===== config.mk =====
export PLATFORM = sky130hd
export DESIGN_NAME = sorted_region_table_allocator_unit
export DESIGN_NICKNAME = d
export VERILOG_FILES = /design/src/hdl/srta_pkg.sv /design/src/hdl/srta_table.sv /design/src/hdl/srta_alu.sv /design/src/hdl/srta_ctrl.sv /design/src/hdl/sorted_region_table_allocator_unit.sv
export SDC_FILE = /design/constraint.sdc
export NUM_CORES = 2
export LEC_CHECK = 0
export BUFFER_PORTS_ARGS = -buffer_cell sky130_fd_sc_hd__buf_2
export CORE_ASPECT_RATIO = 1.5
export CORE_MARGIN = 2
export CORE_UTILIZATION = 50
export CTS_CLUSTER_SIZE = 20
export DETAILED_ROUTE_END_ITERATION = 8
export MAX_ROUTING_LAYER = met4
export PLACE_DENSITY = 0.78
export SYNTH_ARGS = -nofsm -noshare
export SYNTH_HDL_FRONTEND = slang
export SYNTH_HIERARCHICAL = 1
export SYNTH_SLANG_ARGS = --single-unit

===== constraint.sdc =====
create_clock -name i_clk -period 21.6 [get_ports i_clk]
set_input_delay 2.16 -clock i_clk [delete_from_list [all_inputs] [get_ports i_clk]]
set_output_delay 2.16 -clock i_clk [all_outputs]
set_load 0.01 [all_outputs]

===== src/hdl/srta_pkg.sv =====
// ----------------------------------------------------------------------------
// srta_pkg
// Shared types and constants for the sorted region table allocator.
// ----------------------------------------------------------------------------
`default_nettype none

package srta_pkg;

    localparam int TABLE_ENTRIES = 16;
    localparam int IDX_W         = $clog2(TABLE_ENTRIES);
    localparam int GAP_SLOTS     = 3;
    localparam int OUT_GAPS      = 3;
    localparam int SHOWN_GAPS    = (GAP_SLOTS < OUT_GAPS) ? GAP_SLOTS : OUT_GAPS;
    localparam int OFF_W         = 15;
    localparam int END_W         = 16;
    localparam int CNT_W         = 3;
    localparam logic [OFF_W-1:0] BUFFER_END_RST = 15'd83;

    localparam logic [1:0] FUNC_ALLOC   = 2'd0;
    localparam logic [1:0] FUNC_RELEASE = 2'd1;

    typedef enum logic [3:0] {
        ST_IDLE,
        ST_A_FIND,
        ST_A_WALK,
        ST_A_LINK1,
        ST_A_LINK2,
        ST_R_CHECK,
        ST_R_CONT,
        ST_G_START,
        ST_G_WALK,
        ST_G_TAIL,
        ST_DONE
    } t_state;

    typedef struct packed {
        logic [OFF_W-1:0] start;
        logic [OFF_W-1:0] length;
        logic [IDX_W-1:0] next;
        logic [IDX_W-1:0] prev;
    } t_entry;

    typedef struct packed {
        logic [IDX_W-1:0] raddr;
        logic             reg_we;
        logic [IDX_W-1:0] reg_addr;
        logic [OFF_W-1:0] reg_start;
        logic [OFF_W-1:0] reg_length;
        logic             next_we;
        logic [IDX_W-1:0] next_addr;
        logic [IDX_W-1:0] next_data;
        logic             prev_we;
        logic [IDX_W-1:0] prev_addr;
        logic [IDX_W-1:0] prev_data;
        logic             used_set;
        logic             used_clr;
        logic [IDX_W-1:0] used_addr;
    } t_tbl_cmd;

    typedef struct packed {
        t_entry           rdata;
        logic             full;
        logic [IDX_W-1:0] free_idx;
    } t_tbl_stat;

    typedef struct packed {
        logic                          status;
        logic [OUT_GAPS-1:0][OFF_W-1:0] gap_off;
        logic [OUT_GAPS-1:0][END_W-1:0] gap_size;
        logic                          overflow;
    } t_result;

endpackage

`default_nettype wire


===== src/hdl/srta_table.sv =====
// ----------------------------------------------------------------------------
// srta_table
// Region entry storage with one registered read port and in-use flags.
// ----------------------------------------------------------------------------
`default_nettype none

module srta_table
    import srta_pkg::*;
(
    input  wire logic      i_clk,
    input  wire logic      i_rst_n,
    input  wire t_tbl_cmd  i_cmd,
    output t_tbl_stat      o_stat
);

    logic [OFF_W-1:0] start_mem  [TABLE_ENTRIES];
    logic [OFF_W-1:0] length_mem [TABLE_ENTRIES];
    logic [IDX_W-1:0] next_mem   [TABLE_ENTRIES];
    logic [IDX_W-1:0] prev_mem   [TABLE_ENTRIES];
    logic [TABLE_ENTRIES-1:0] r_used;
    t_entry           r_rdata;
    logic [IDX_W-1:0] w_free;

    always_ff @(posedge i_clk) begin
        if (i_cmd.reg_we) begin
            start_mem[i_cmd.reg_addr]  <= i_cmd.reg_start;
            length_mem[i_cmd.reg_addr] <= i_cmd.reg_length;
        end
        if (i_cmd.next_we) begin
            next_mem[i_cmd.next_addr] <= i_cmd.next_data;
        end
        if (i_cmd.prev_we) begin
            prev_mem[i_cmd.prev_addr] <= i_cmd.prev_data;
        end
        r_rdata.start  <= start_mem[i_cmd.raddr];
        r_rdata.length <= length_mem[i_cmd.raddr];
        r_rdata.next   <= next_mem[i_cmd.raddr];
        r_rdata.prev   <= prev_mem[i_cmd.raddr];
    end

    always_ff @(posedge i_clk) begin
        if (!i_rst_n) begin
            r_used <= '0;
        end else begin
            if (i_cmd.used_set) begin
                r_used[i_cmd.used_addr] <= 1'b1;
            end
            if (i_cmd.used_clr) begin
                r_used[i_cmd.used_addr] <= 1'b0;
            end
        end
    end

    // lowest free entry, entry 0 is the null link
    always_comb begin
        w_free = '0;
        for (int k = TABLE_ENTRIES - 1; k >= 1; k--) begin
            if (!r_used[k]) begin
                w_free = IDX_W'(k);
            end
        end
    end

    assign o_stat.rdata    = r_rdata;
    assign o_stat.free_idx = w_free;
    assign o_stat.full     = &r_used[TABLE_ENTRIES-1:1];

endmodule

`default_nettype wire


===== src/hdl/srta_alu.sv =====
// ----------------------------------------------------------------------------
// srta_alu
// Shared adder and subtract/compare unit used by the sequencer steps.
// ----------------------------------------------------------------------------
`default_nettype none

module srta_alu
    import srta_pkg::*;
(
    input  wire logic [OFF_W-1:0] i_add_a,
    input  wire logic [OFF_W-1:0] i_add_b,
    input  wire logic [END_W-1:0] i_sub_a,
    input  wire logic [END_W-1:0] i_sub_b,
    output logic      [END_W-1:0] o_sum,
    output logic      [END_W-1:0] o_diff,
    output logic                  o_gt
);

    assign o_sum  = END_W'(i_add_a) + END_W'(i_add_b);
    assign o_diff = i_sub_a - i_sub_b;
    assign o_gt   = i_sub_a > i_sub_b;

endmodule

`default_nettype wire


===== src/hdl/srta_ctrl.sv =====
// ----------------------------------------------------------------------------
// srta_ctrl
// Sequencer: list walk for allocate and release, then gap report walk.
// ----------------------------------------------------------------------------
`default_nettype none

module srta_ctrl
    import srta_pkg::*;
(
    input  wire logic             i_clk,
    input  wire logic             i_rst_n,
    input  wire logic             i_valid,
    output logic                  o_ready,
    input  wire logic [1:0]       i_func,
    input  wire logic [OFF_W-1:0] i_offset,
    input  wire logic [OFF_W-1:0] i_size,
    input  wire logic [OFF_W-1:0] i_buffer_end,
    input  wire logic             i_out_free,
    output logic                  o_done,
    output t_result               o_result,
    output t_tbl_cmd              o_cmd,
    input  wire t_tbl_stat        i_stat
);

    t_state r_state, n_state;
    logic [OFF_W-1:0] r_off, n_off;
    logic [OFF_W-1:0] r_rem, n_rem;
    logic [OFF_W-1:0] r_len, n_len;
    logic [END_W-1:0] r_end, n_end;
    logic [IDX_W-1:0] r_idx, n_idx;
    logic [IDX_W-1:0] r_cl, n_cl;
    logic [IDX_W-1:0] r_nx, n_nx;
    logic [IDX_W-1:0] r_cur, n_cur;
    logic [IDX_W-1:0] r_head, n_head;
    logic [CNT_W-1:0] r_cnt, n_cnt;
    logic             r_status, n_status;
    logic [OUT_GAPS-1:0][OFF_W-1:0] r_goff, n_goff;
    logic [OUT_GAPS-1:0][END_W-1:0] r_gsize, n_gsize;

    logic [OFF_W-1:0] add_a, add_b;
    logic [END_W-1:0] sub_a, sub_b, w_sum, w_diff;
    logic             w_gt;
    t_entry           rd;

    assign rd = i_stat.rdata;

    srta_alu u_alu (
        .i_add_a (add_a),
        .i_add_b (add_b),
        .i_sub_a (sub_a),
        .i_sub_b (sub_b),
        .o_sum   (w_sum),
        .o_diff  (w_diff),
        .o_gt    (w_gt)
    );

    always_ff @(posedge i_clk) begin
        if (!i_rst_n) begin
            r_state <= ST_IDLE;
            r_head  <= '0;
        end else begin
            r_state <= n_state;
            r_head  <= n_head;
        end
    end

    always_ff @(posedge i_clk) begin
        r_off    <= n_off;
        r_rem    <= n_rem;
        r_len    <= n_len;
        r_end    <= n_end;
        r_idx    <= n_idx;
        r_cl     <= n_cl;
        r_nx     <= n_nx;
        r_cur    <= n_cur;
        r_cnt    <= n_cnt;
        r_status <= n_status;
        r_goff   <= n_goff;
        r_gsize  <= n_gsize;
    end

    always_comb begin
        n_state  = r_state;
        n_off    = r_off;
        n_rem    = r_rem;
        n_len    = r_len;
        n_end    = r_end;
        n_idx    = r_idx;
        n_cl     = r_cl;
        n_nx     = r_nx;
        n_cur    = r_cur;
        n_head   = r_head;
        n_cnt    = r_cnt;
        n_status = r_status;
        n_goff   = r_goff;
        n_gsize  = r_gsize;
        o_cmd    = '0;
        o_done   = 1'b0;
        add_a    = rd.start;
        add_b    = rd.length;
        sub_a    = END_W'(rd.start);
        sub_b    = r_end;

        unique case (r_state)
            ST_IDLE: begin
                o_cmd.raddr = r_head;
                if (i_valid) begin
                    n_off    = i_offset;
                    n_rem    = i_size;
                    n_cnt    = '0;
                    n_status = 1'b0;
                    n_goff   = '0;
                    n_gsize  = '0;
                    n_cur    = r_head;
                    if (i_func == FUNC_ALLOC) begin
                        n_state = ST_A_FIND;
                    end else if (i_func == FUNC_RELEASE && r_head != '0) begin
                        n_state = ST_R_CHECK;
                    end else begin
                        n_state = ST_G_START;
                    end
                end
            end
            ST_A_FIND: begin
                if (i_stat.full) begin
                    n_status = 1'b1;
                    n_state  = ST_G_START;
                end else begin
                    n_idx           = i_stat.free_idx;
                    o_cmd.used_set  = 1'b1;
                    o_cmd.used_addr = i_stat.free_idx;
                    n_cl            = '0;
                    n_nx            = r_head;
                    o_cmd.raddr     = r_head;
                    n_state         = (r_head == '0) ? ST_A_LINK1 : ST_A_WALK;
                end
            end
            ST_A_WALK: begin
                if (rd.start > r_off) begin
                    n_state = ST_A_LINK1;
                end else begin
                    n_cl        = r_nx;
                    n_nx        = rd.next;
                    o_cmd.raddr = rd.next;
                    if (rd.next == '0) begin
                        n_state = ST_A_LINK1;
                    end
                end
            end
            ST_A_LINK1: begin
                o_cmd.reg_we     = 1'b1;
                o_cmd.reg_addr   = r_idx;
                o_cmd.reg_start  = r_off;
                o_cmd.reg_length = r_rem;
                o_cmd.next_we    = 1'b1;
                o_cmd.next_addr  = r_idx;
                o_cmd.next_data  = r_nx;
                o_cmd.prev_we    = 1'b1;
                o_cmd.prev_addr  = r_idx;
                o_cmd.prev_data  = r_cl;
                n_state          = ST_A_LINK2;
            end
            ST_A_LINK2: begin
                if (r_cl == '0) begin
                    n_head = r_idx;
                end else begin
                    o_cmd.next_we   = 1'b1;
                    o_cmd.next_addr = r_cl;
                    o_cmd.next_data = r_idx;
                end
                if (r_nx != '0) begin
                    o_cmd.prev_we   = 1'b1;
                    o_cmd.prev_addr = r_nx;
                    o_cmd.prev_data = r_idx;
                end
                n_state = ST_G_START;
            end
            ST_R_CHECK: begin
                if (r_off >= rd.start && END_W'(r_off) < w_sum) begin
                    if (r_cur == r_head) begin
                        n_head = rd.next;
                        if (rd.next != '0) begin
                            o_cmd.prev_we   = 1'b1;
                            o_cmd.prev_addr = rd.next;
                            o_cmd.prev_data = '0;
                        end
                    end else begin
                        o_cmd.next_we   = 1'b1;
                        o_cmd.next_addr = rd.prev;
                        o_cmd.next_data = rd.next;
                        if (rd.next != '0) begin
                            o_cmd.prev_we   = 1'b1;
                            o_cmd.prev_addr = rd.next;
                            o_cmd.prev_data = rd.prev;
                        end
                    end
                    o_cmd.used_clr  = 1'b1;
                    o_cmd.used_addr = r_cur;
                    n_len           = rd.length;
                    n_end           = w_sum;
                    if (rd.next != '0 && rd.length < r_rem) begin
                        o_cmd.raddr = rd.next;
                        n_cur       = rd.next;
                        n_state     = ST_R_CONT;
                    end else begin
                        n_state = ST_G_START;
                    end
                end else if (rd.next == '0) begin
                    n_state = ST_G_START;
                end else begin
                    o_cmd.raddr = rd.next;
                    n_cur       = rd.next;
                end
            end
            ST_R_CONT: begin
                sub_a = END_W'(r_rem);
                sub_b = END_W'(r_len);
                if (END_W'(rd.start) == r_end) begin
                    n_rem       = w_diff[OFF_W-1:0];
                    n_off       = rd.start;
                    o_cmd.raddr = r_cur;
                    n_state     = ST_R_CHECK;
                end else begin
                    n_state = ST_G_START;
                end
            end
            ST_G_START: begin
                n_end       = '0;
                n_cur       = r_head;
                o_cmd.raddr = r_head;
                n_state     = (r_head == '0) ? ST_G_TAIL : ST_G_WALK;
            end
            ST_G_WALK: begin
                if (w_gt) begin
                    if (r_cnt < CNT_W'(SHOWN_GAPS)) begin
                        n_goff[r_cnt[1:0]]  = r_end[OFF_W-1:0];
                        n_gsize[r_cnt[1:0]] = w_diff;
                    end
                    if (r_cnt <= CNT_W'(SHOWN_GAPS)) begin
                        n_cnt = r_cnt + 1'b1;
                    end
                end
                n_end       = w_sum;
                n_cur       = rd.next;
                o_cmd.raddr = rd.next;
                if (rd.next == '0) begin
                    n_state = ST_G_TAIL;
                end
            end
            ST_G_TAIL: begin
                sub_a = END_W'(i_buffer_end) + 1'b1;
                sub_b = r_end;
                if (w_gt) begin
                    if (r_cnt < CNT_W'(SHOWN_GAPS)) begin
                        n_goff[r_cnt[1:0]]  = r_end[OFF_W-1:0];
                        n_gsize[r_cnt[1:0]] = w_diff;
                    end
                    if (r_cnt <= CNT_W'(SHOWN_GAPS)) begin
                        n_cnt = r_cnt + 1'b1;
                    end
                end
                n_state = ST_DONE;
            end
            ST_DONE: begin
                if (i_out_free) begin
                    o_done  = 1'b1;
                    n_state = ST_IDLE;
                end
            end
            default: begin
                n_state = ST_IDLE;
            end
        endcase
    end

    assign o_ready           = (r_state == ST_IDLE);
    assign o_result.status   = r_status;
    assign o_result.gap_off  = r_goff;
    assign o_result.gap_size = r_gsize;
    assign o_result.overflow = (r_cnt > CNT_W'(SHOWN_GAPS));

endmodule

`default_nettype wire


===== src/hdl/sorted_region_table_allocator_unit.sv =====
// ----------------------------------------------------------------------------
// sorted_region_table_allocator_unit
// Region table allocator with sorted linked list and free gap report.
// Timing: one table read per list step through one registered read port.
// Throughput: one item at a time, waiting while the output slot is busy; ready again
// the cycle after the result is loaded.
// Reset (i_rst_n low, synchronous): empty list, all entries free, buffer_end 83.
// ----------------------------------------------------------------------------
`default_nettype none

module sorted_region_table_allocator_unit
    import srta_pkg::*;
(
    input  wire logic        i_clk,
    input  wire logic        i_rst_n,
    input  wire logic        s_axis_tvalid,
    output logic             s_axis_tready,
    input  wire logic [31:0] s_axis_tdata,  // func[1:0], offset[16:2], size[31:17]
    output logic             m_axis_tvalid,
    input  wire logic        m_axis_tready,
    // status, gap0_offset, gap0_size, gap1_offset, gap1_size,
    // gap2_offset, gap2_size, gaps_overflow, zero pad
    output logic [95:0]      m_axis_tdata,
    input  wire logic        i_cfg_valid,
    output logic             o_cfg_ready,
    input  wire logic [14:0] i_cfg_data
);

    logic [OFF_W-1:0] r_buffer_end;
    logic             r_tvalid;
    logic [95:0]      r_tdata;
    logic             w_done;
    logic             w_out_free;
    t_result          w_res;
    t_tbl_cmd         w_cmd;
    t_tbl_stat        w_stat;

    srta_table u_table (
        .i_clk   (i_clk),
        .i_rst_n (i_rst_n),
        .i_cmd   (w_cmd),
        .o_stat  (w_stat)
    );

    srta_ctrl u_ctrl (
        .i_clk        (i_clk),
        .i_rst_n      (i_rst_n),
        .i_valid      (s_axis_tvalid),
        .o_ready      (s_axis_tready),
        .i_func       (s_axis_tdata[1:0]),
        .i_offset     (s_axis_tdata[16:2]),
        .i_size       (s_axis_tdata[31:17]),
        .i_buffer_end (r_buffer_end),
        .i_out_free   (w_out_free),
        .o_done       (w_done),
        .o_result     (w_res),
        .o_cmd        (w_cmd),
        .i_stat       (w_stat)
    );

    assign w_out_free = !r_tvalid || m_axis_tready;
    assign o_cfg_ready = 1'b1;

    always_ff @(posedge i_clk) begin
        if (!i_rst_n) begin
            r_buffer_end <= BUFFER_END_RST;
            r_tvalid     <= 1'b0;
        end else begin
            if (i_cfg_valid) begin
                r_buffer_end <= i_cfg_data;
            end
            if (w_done) begin
                r_tvalid <= 1'b1;
            end else if (m_axis_tready) begin
                r_tvalid <= 1'b0;
            end
        end
    end

    always_ff @(posedge i_clk) begin
        if (w_done) begin
            r_tdata <= {1'b0, w_res.overflow,
                        w_res.gap_size[2], w_res.gap_off[2],
                        w_res.gap_size[1], w_res.gap_off[1],
                        w_res.gap_size[0], w_res.gap_off[0],
                        w_res.status};
        end
    end

    assign m_axis_tvalid = r_tvalid;
    assign m_axis_tdata  = r_tdata;

    a_done_slot_free: assert property (@(posedge i_clk) disable iff (!i_rst_n)
        w_done |-> w_out_free)
        else $error("result loaded while output slot busy");

    a_busy_after_accept: assert property (@(posedge i_clk) disable iff (!i_rst_n)
        (s_axis_tvalid && s_axis_tready) |=> !s_axis_tready)
        else $error("item taken while sequencer busy");

    a_done_shows_valid: assert property (@(posedge i_clk) disable iff (!i_rst_n)
        w_done |=> m_axis_tvalid)
        else $error("finished result not presented");

endmodule

`default_nettype wire

==> reports/results.ini <==
[timing]
finalClockSkew_ns=0.0275
final_max_slew_viol_count=0
fin_crit_sh=0.338
setup_tns_ns=0
hold_viol=0
rsz0062_at_grt=false
fin_crit_ns=7.29
max_clock_freq_mhz=137
worst_pin_slew_ns=1.46
slew_headroom=0.0176
setup_violations=0
hold_slack_ns=0.439

[route]
routedWlPerCell_um=26.9
first_iter_violations=2551
vias=23130
drc=0
ant_nets=0
drt_wl_total_mm=100
viasPerCell=6.22
first_pass_iters=8

[outcome]
status=finished, violations left
violations=capacitance limit

[logic_synthesis]
synth_top_cells_by_area=edfxtp_1 (66%), mux4_2 (8.5%), dfxtp_1 (3.8%)
synth_area_um2=40100
syn_inst=2443
synth_top_area_frac=0.657
yosys.cell_types.count=77
syn_area_per_cell_um2=16.4
synth.ff_latch_count=954
yosysTopAreaCell=edfxtp_1
ys_seq_area_frac=0.695
yosysWarnings=6
asyncSetResetFlopFracSynth=0
synth_edf_count=877
syn_nets=2577
synth_ff_type=edfxtp_1

[layout]
area_delta_synth_final_pct=12.1
drive_gt1_frac=0.221
layout.nets=2749
fin_cells=3718
fin_util=0.564

[clock_network]
clk_pin_slew_ns=0.07
post-cts-setup-buffers=0
clock_sinks=954
cts_buffers=82
cts_htree_levels=3
post_cts_resized=0
clk_latency_ns=0.67
cts_tree=built
cts_hold_buf=0
root_buffer=clkbuf_16
clockBufferDepth=3

[floorplan]
core_area_um2=79600
start_util=0.504
num_rows=127
pin_count=151
die-area_um2=82500
die_w_um=235
fp.dieH_um=351

[pwr]
switching_share=0.357
p_int_mw=4.01
clkPwrFrac=0.242
leakagePower_nw=15.4
cellPowerDensity_nw_per_um2=139
seq_power_share=0.400
p_comb_frac=0.358
switching_power_mw=2.23
max-vdd-ir-drop_uv=164

[global_route]
grt-ovfl-total=0
grt_max_degree=119
antenna_found_initial=2
track_usage=0.248
gr-usage-met2=0.418
grt_pass1_vias=23488
globalRoute.busiestLayer=met2
grtUsageMet3=0.0352
grt_pass1_wl_mm=149
met1_usage=0.289

[setup_path]
required_ns=22.15
cp_data_arrival_time_ns=7.84
path_max_fanout=64
crit_type=reg2reg
end_kind=flop
critPathLaunchType=flop

[placement]
numPortBuffers=148
gp_congestion=0.963
dp.cells=3563
dp_hpwl_mm=62.0

[min_path]
hold_class=reg2reg

[job]
max_cap_viol_count=1

kinds of logic (layout without fill, tap and decap cells):
| family | count (synthesis) | after routing | share of synthesized area |
|---|---|---|---|
| flops | 954 | 954 | 0.695 |
| simple gates | 494 | 494 | 0.0585 |
| compound gates | 355 | 355 | 0.0597 |
| buf+inv | 189 | 430 | 0.0214 |
| xor+xnor | 57 | 57 | 0.0125 |
| fa+ha+maj | 82 | 82 | 0.0260 |
| mux | 310 | 310 | 0.126 |
| other cells | 2 | 4 | 0.000187 |
synth_stat cells (all sizes together), types with 9 or more instances:
library cell / count
edfxtp: 877
nor2: 203
mux4: 152
mux2i: 109
nand2: 106
a22oi: 94
inv: 82
ha: 80
dfxtp: 77
o21ai: 73
a21oi: 69
clkbuf: 62
mux2: 49
buf: 45
nor3: 43
xnor2: 36
and2: 31
a31oi: 23
nand3: 21
xor2: 21
nor2b: 19
nand2b: 17
a21o: 16
nand4: 13
nand3b: 10
a21boi: 9
final cells by class:
cell class	count	area (um2)
Clock inverter	55	582
Tap cell	1032	1290
Inverter	82	308
Timing Repair Buffer	195	1110
Multi-Input combinational cell	1300	11600
Sequential cell	954	27900
Antenna cell	2	5.00
Clock buffer	98	2170
Fill cell	5824	34700
sequential cells by signal, indices dropped and copies added, names as in the netlist, 3 cells and up:
signal,cells
u_table/start_mem,240
u_table/length_mem,240
u_ctrl/r_off,15
u_ctrl/r_cl,4
u_ctrl/r_cur,4
u_ctrl/o_result,93
u_ctrl/r_head,4
u_ctrl/r_end,16
u_ctrl/r_nx,4
u_ctrl/r_cnt,3
u_ctrl/r_idx,4
u_table/o_stat,38
m_axis_tdata,95
u_ctrl/r_state,4
r_buffer_end,15
u_ctrl/r_rem,15
u_table/r_used,15
u_table/prev_mem,64
u_ctrl/r_len,15
u_table/next_mem,64
per-layer routing:
layer / wire (um) / share of wire / vias up
met5: 0 / 0 / -
met2: 50900 / 0.51 / 1258
met1: 35800 / 0.36 / 11683
li1: - / - / 9905
met4: 5410 / 0.054 / 0
met3: 7960 / 0.080 / 284
cell usage in the layout, fill, tap and decap left out, drive strengths merged, types with 5 or more instances in the layout:
master    instances
a211oi            6
a21boi            9
a21o             16
a21oi            69
a221o             8
a22o              8
a22oi            94
a31oi            23
and2             31
and3              7
buf             195
bufinv            8
clkbuf           98
clkinv           35
clkinvlp          6
dfxtp            77
edfxtp          877
ha               80
inv              88
mux2             49
mux2i           109
mux4            152
nand2           106
nand2b           17
nand3            21
nand3b           10
nand4            13
nor2            203
nor2b            19
nor3             43
nor4              5
o211ai            6
o21a              7
o21ai            73
o21bai            5
or2               5
xnor2            36
xor2             21
path summary, 6_finish.rpt:
kind	start	end	slack, ns	cells after the start
setup / recovery	u_table/o_stat[29]	u_table/o_stat[14]	14.31	22
setup reg to reg	u_table/o_stat[29]	u_table/o_stat[14]	14.31	22
hold reg to reg	u_ctrl/r_status	m_axis_tdata[0]	0.44	0
hold / removal	u_ctrl/r_status	m_axis_tdata[0]	0.44	0
worst max-delay path, cell delays in order, from the launching register on:
cell	delay [ns]
dfxtp_1	0.52
ha_1	0.31
a211oi_1	0.21
o21bai_1	0.10
a21oi_1	0.38
o21ai_0	0.28
a31oi_1	0.26
xnor2_1	0.14
inv_1	0.08
ha_1	0.30
nand2_1	0.08
o21a_1	0.21
o22ai_1	0.17
a21oi_2	0.11
nand2_2	0.21
o21ai_0	0.11
and2_1	0.25
o21ai_4	0.90
buf_4	0.87
buf_4	0.82
mux4_2	0.41
a22oi_1	0.25
nand2_1	0.10
per-stage QoR:
step | power, mW | setup WS [ns] | area (um2)
global route | 6.52 | 13.85 | 44900
global placement | 4.64 | 14.58 | 42200
detailed placement | 4.71 | 14.36 | 42200
floorplan | 4.05 | 13.58 | 40100
CTS | 6.23 | 14.34 | 44900
finish | 6.24 | 14.31 | 44900
power by group through the flow:
stage,sequential (mW),clock [mW],combinational (mW)
CTS,2.49,1.53,2.21
global placement,2.52,0,2.13
floorplan,2.44,0,1.62
finish,2.49,1.51,2.23
detailed placement,2.52,0,2.19
global route,2.51,1.60,2.41
Note: power is estimated with default switching activity, not from simulation.
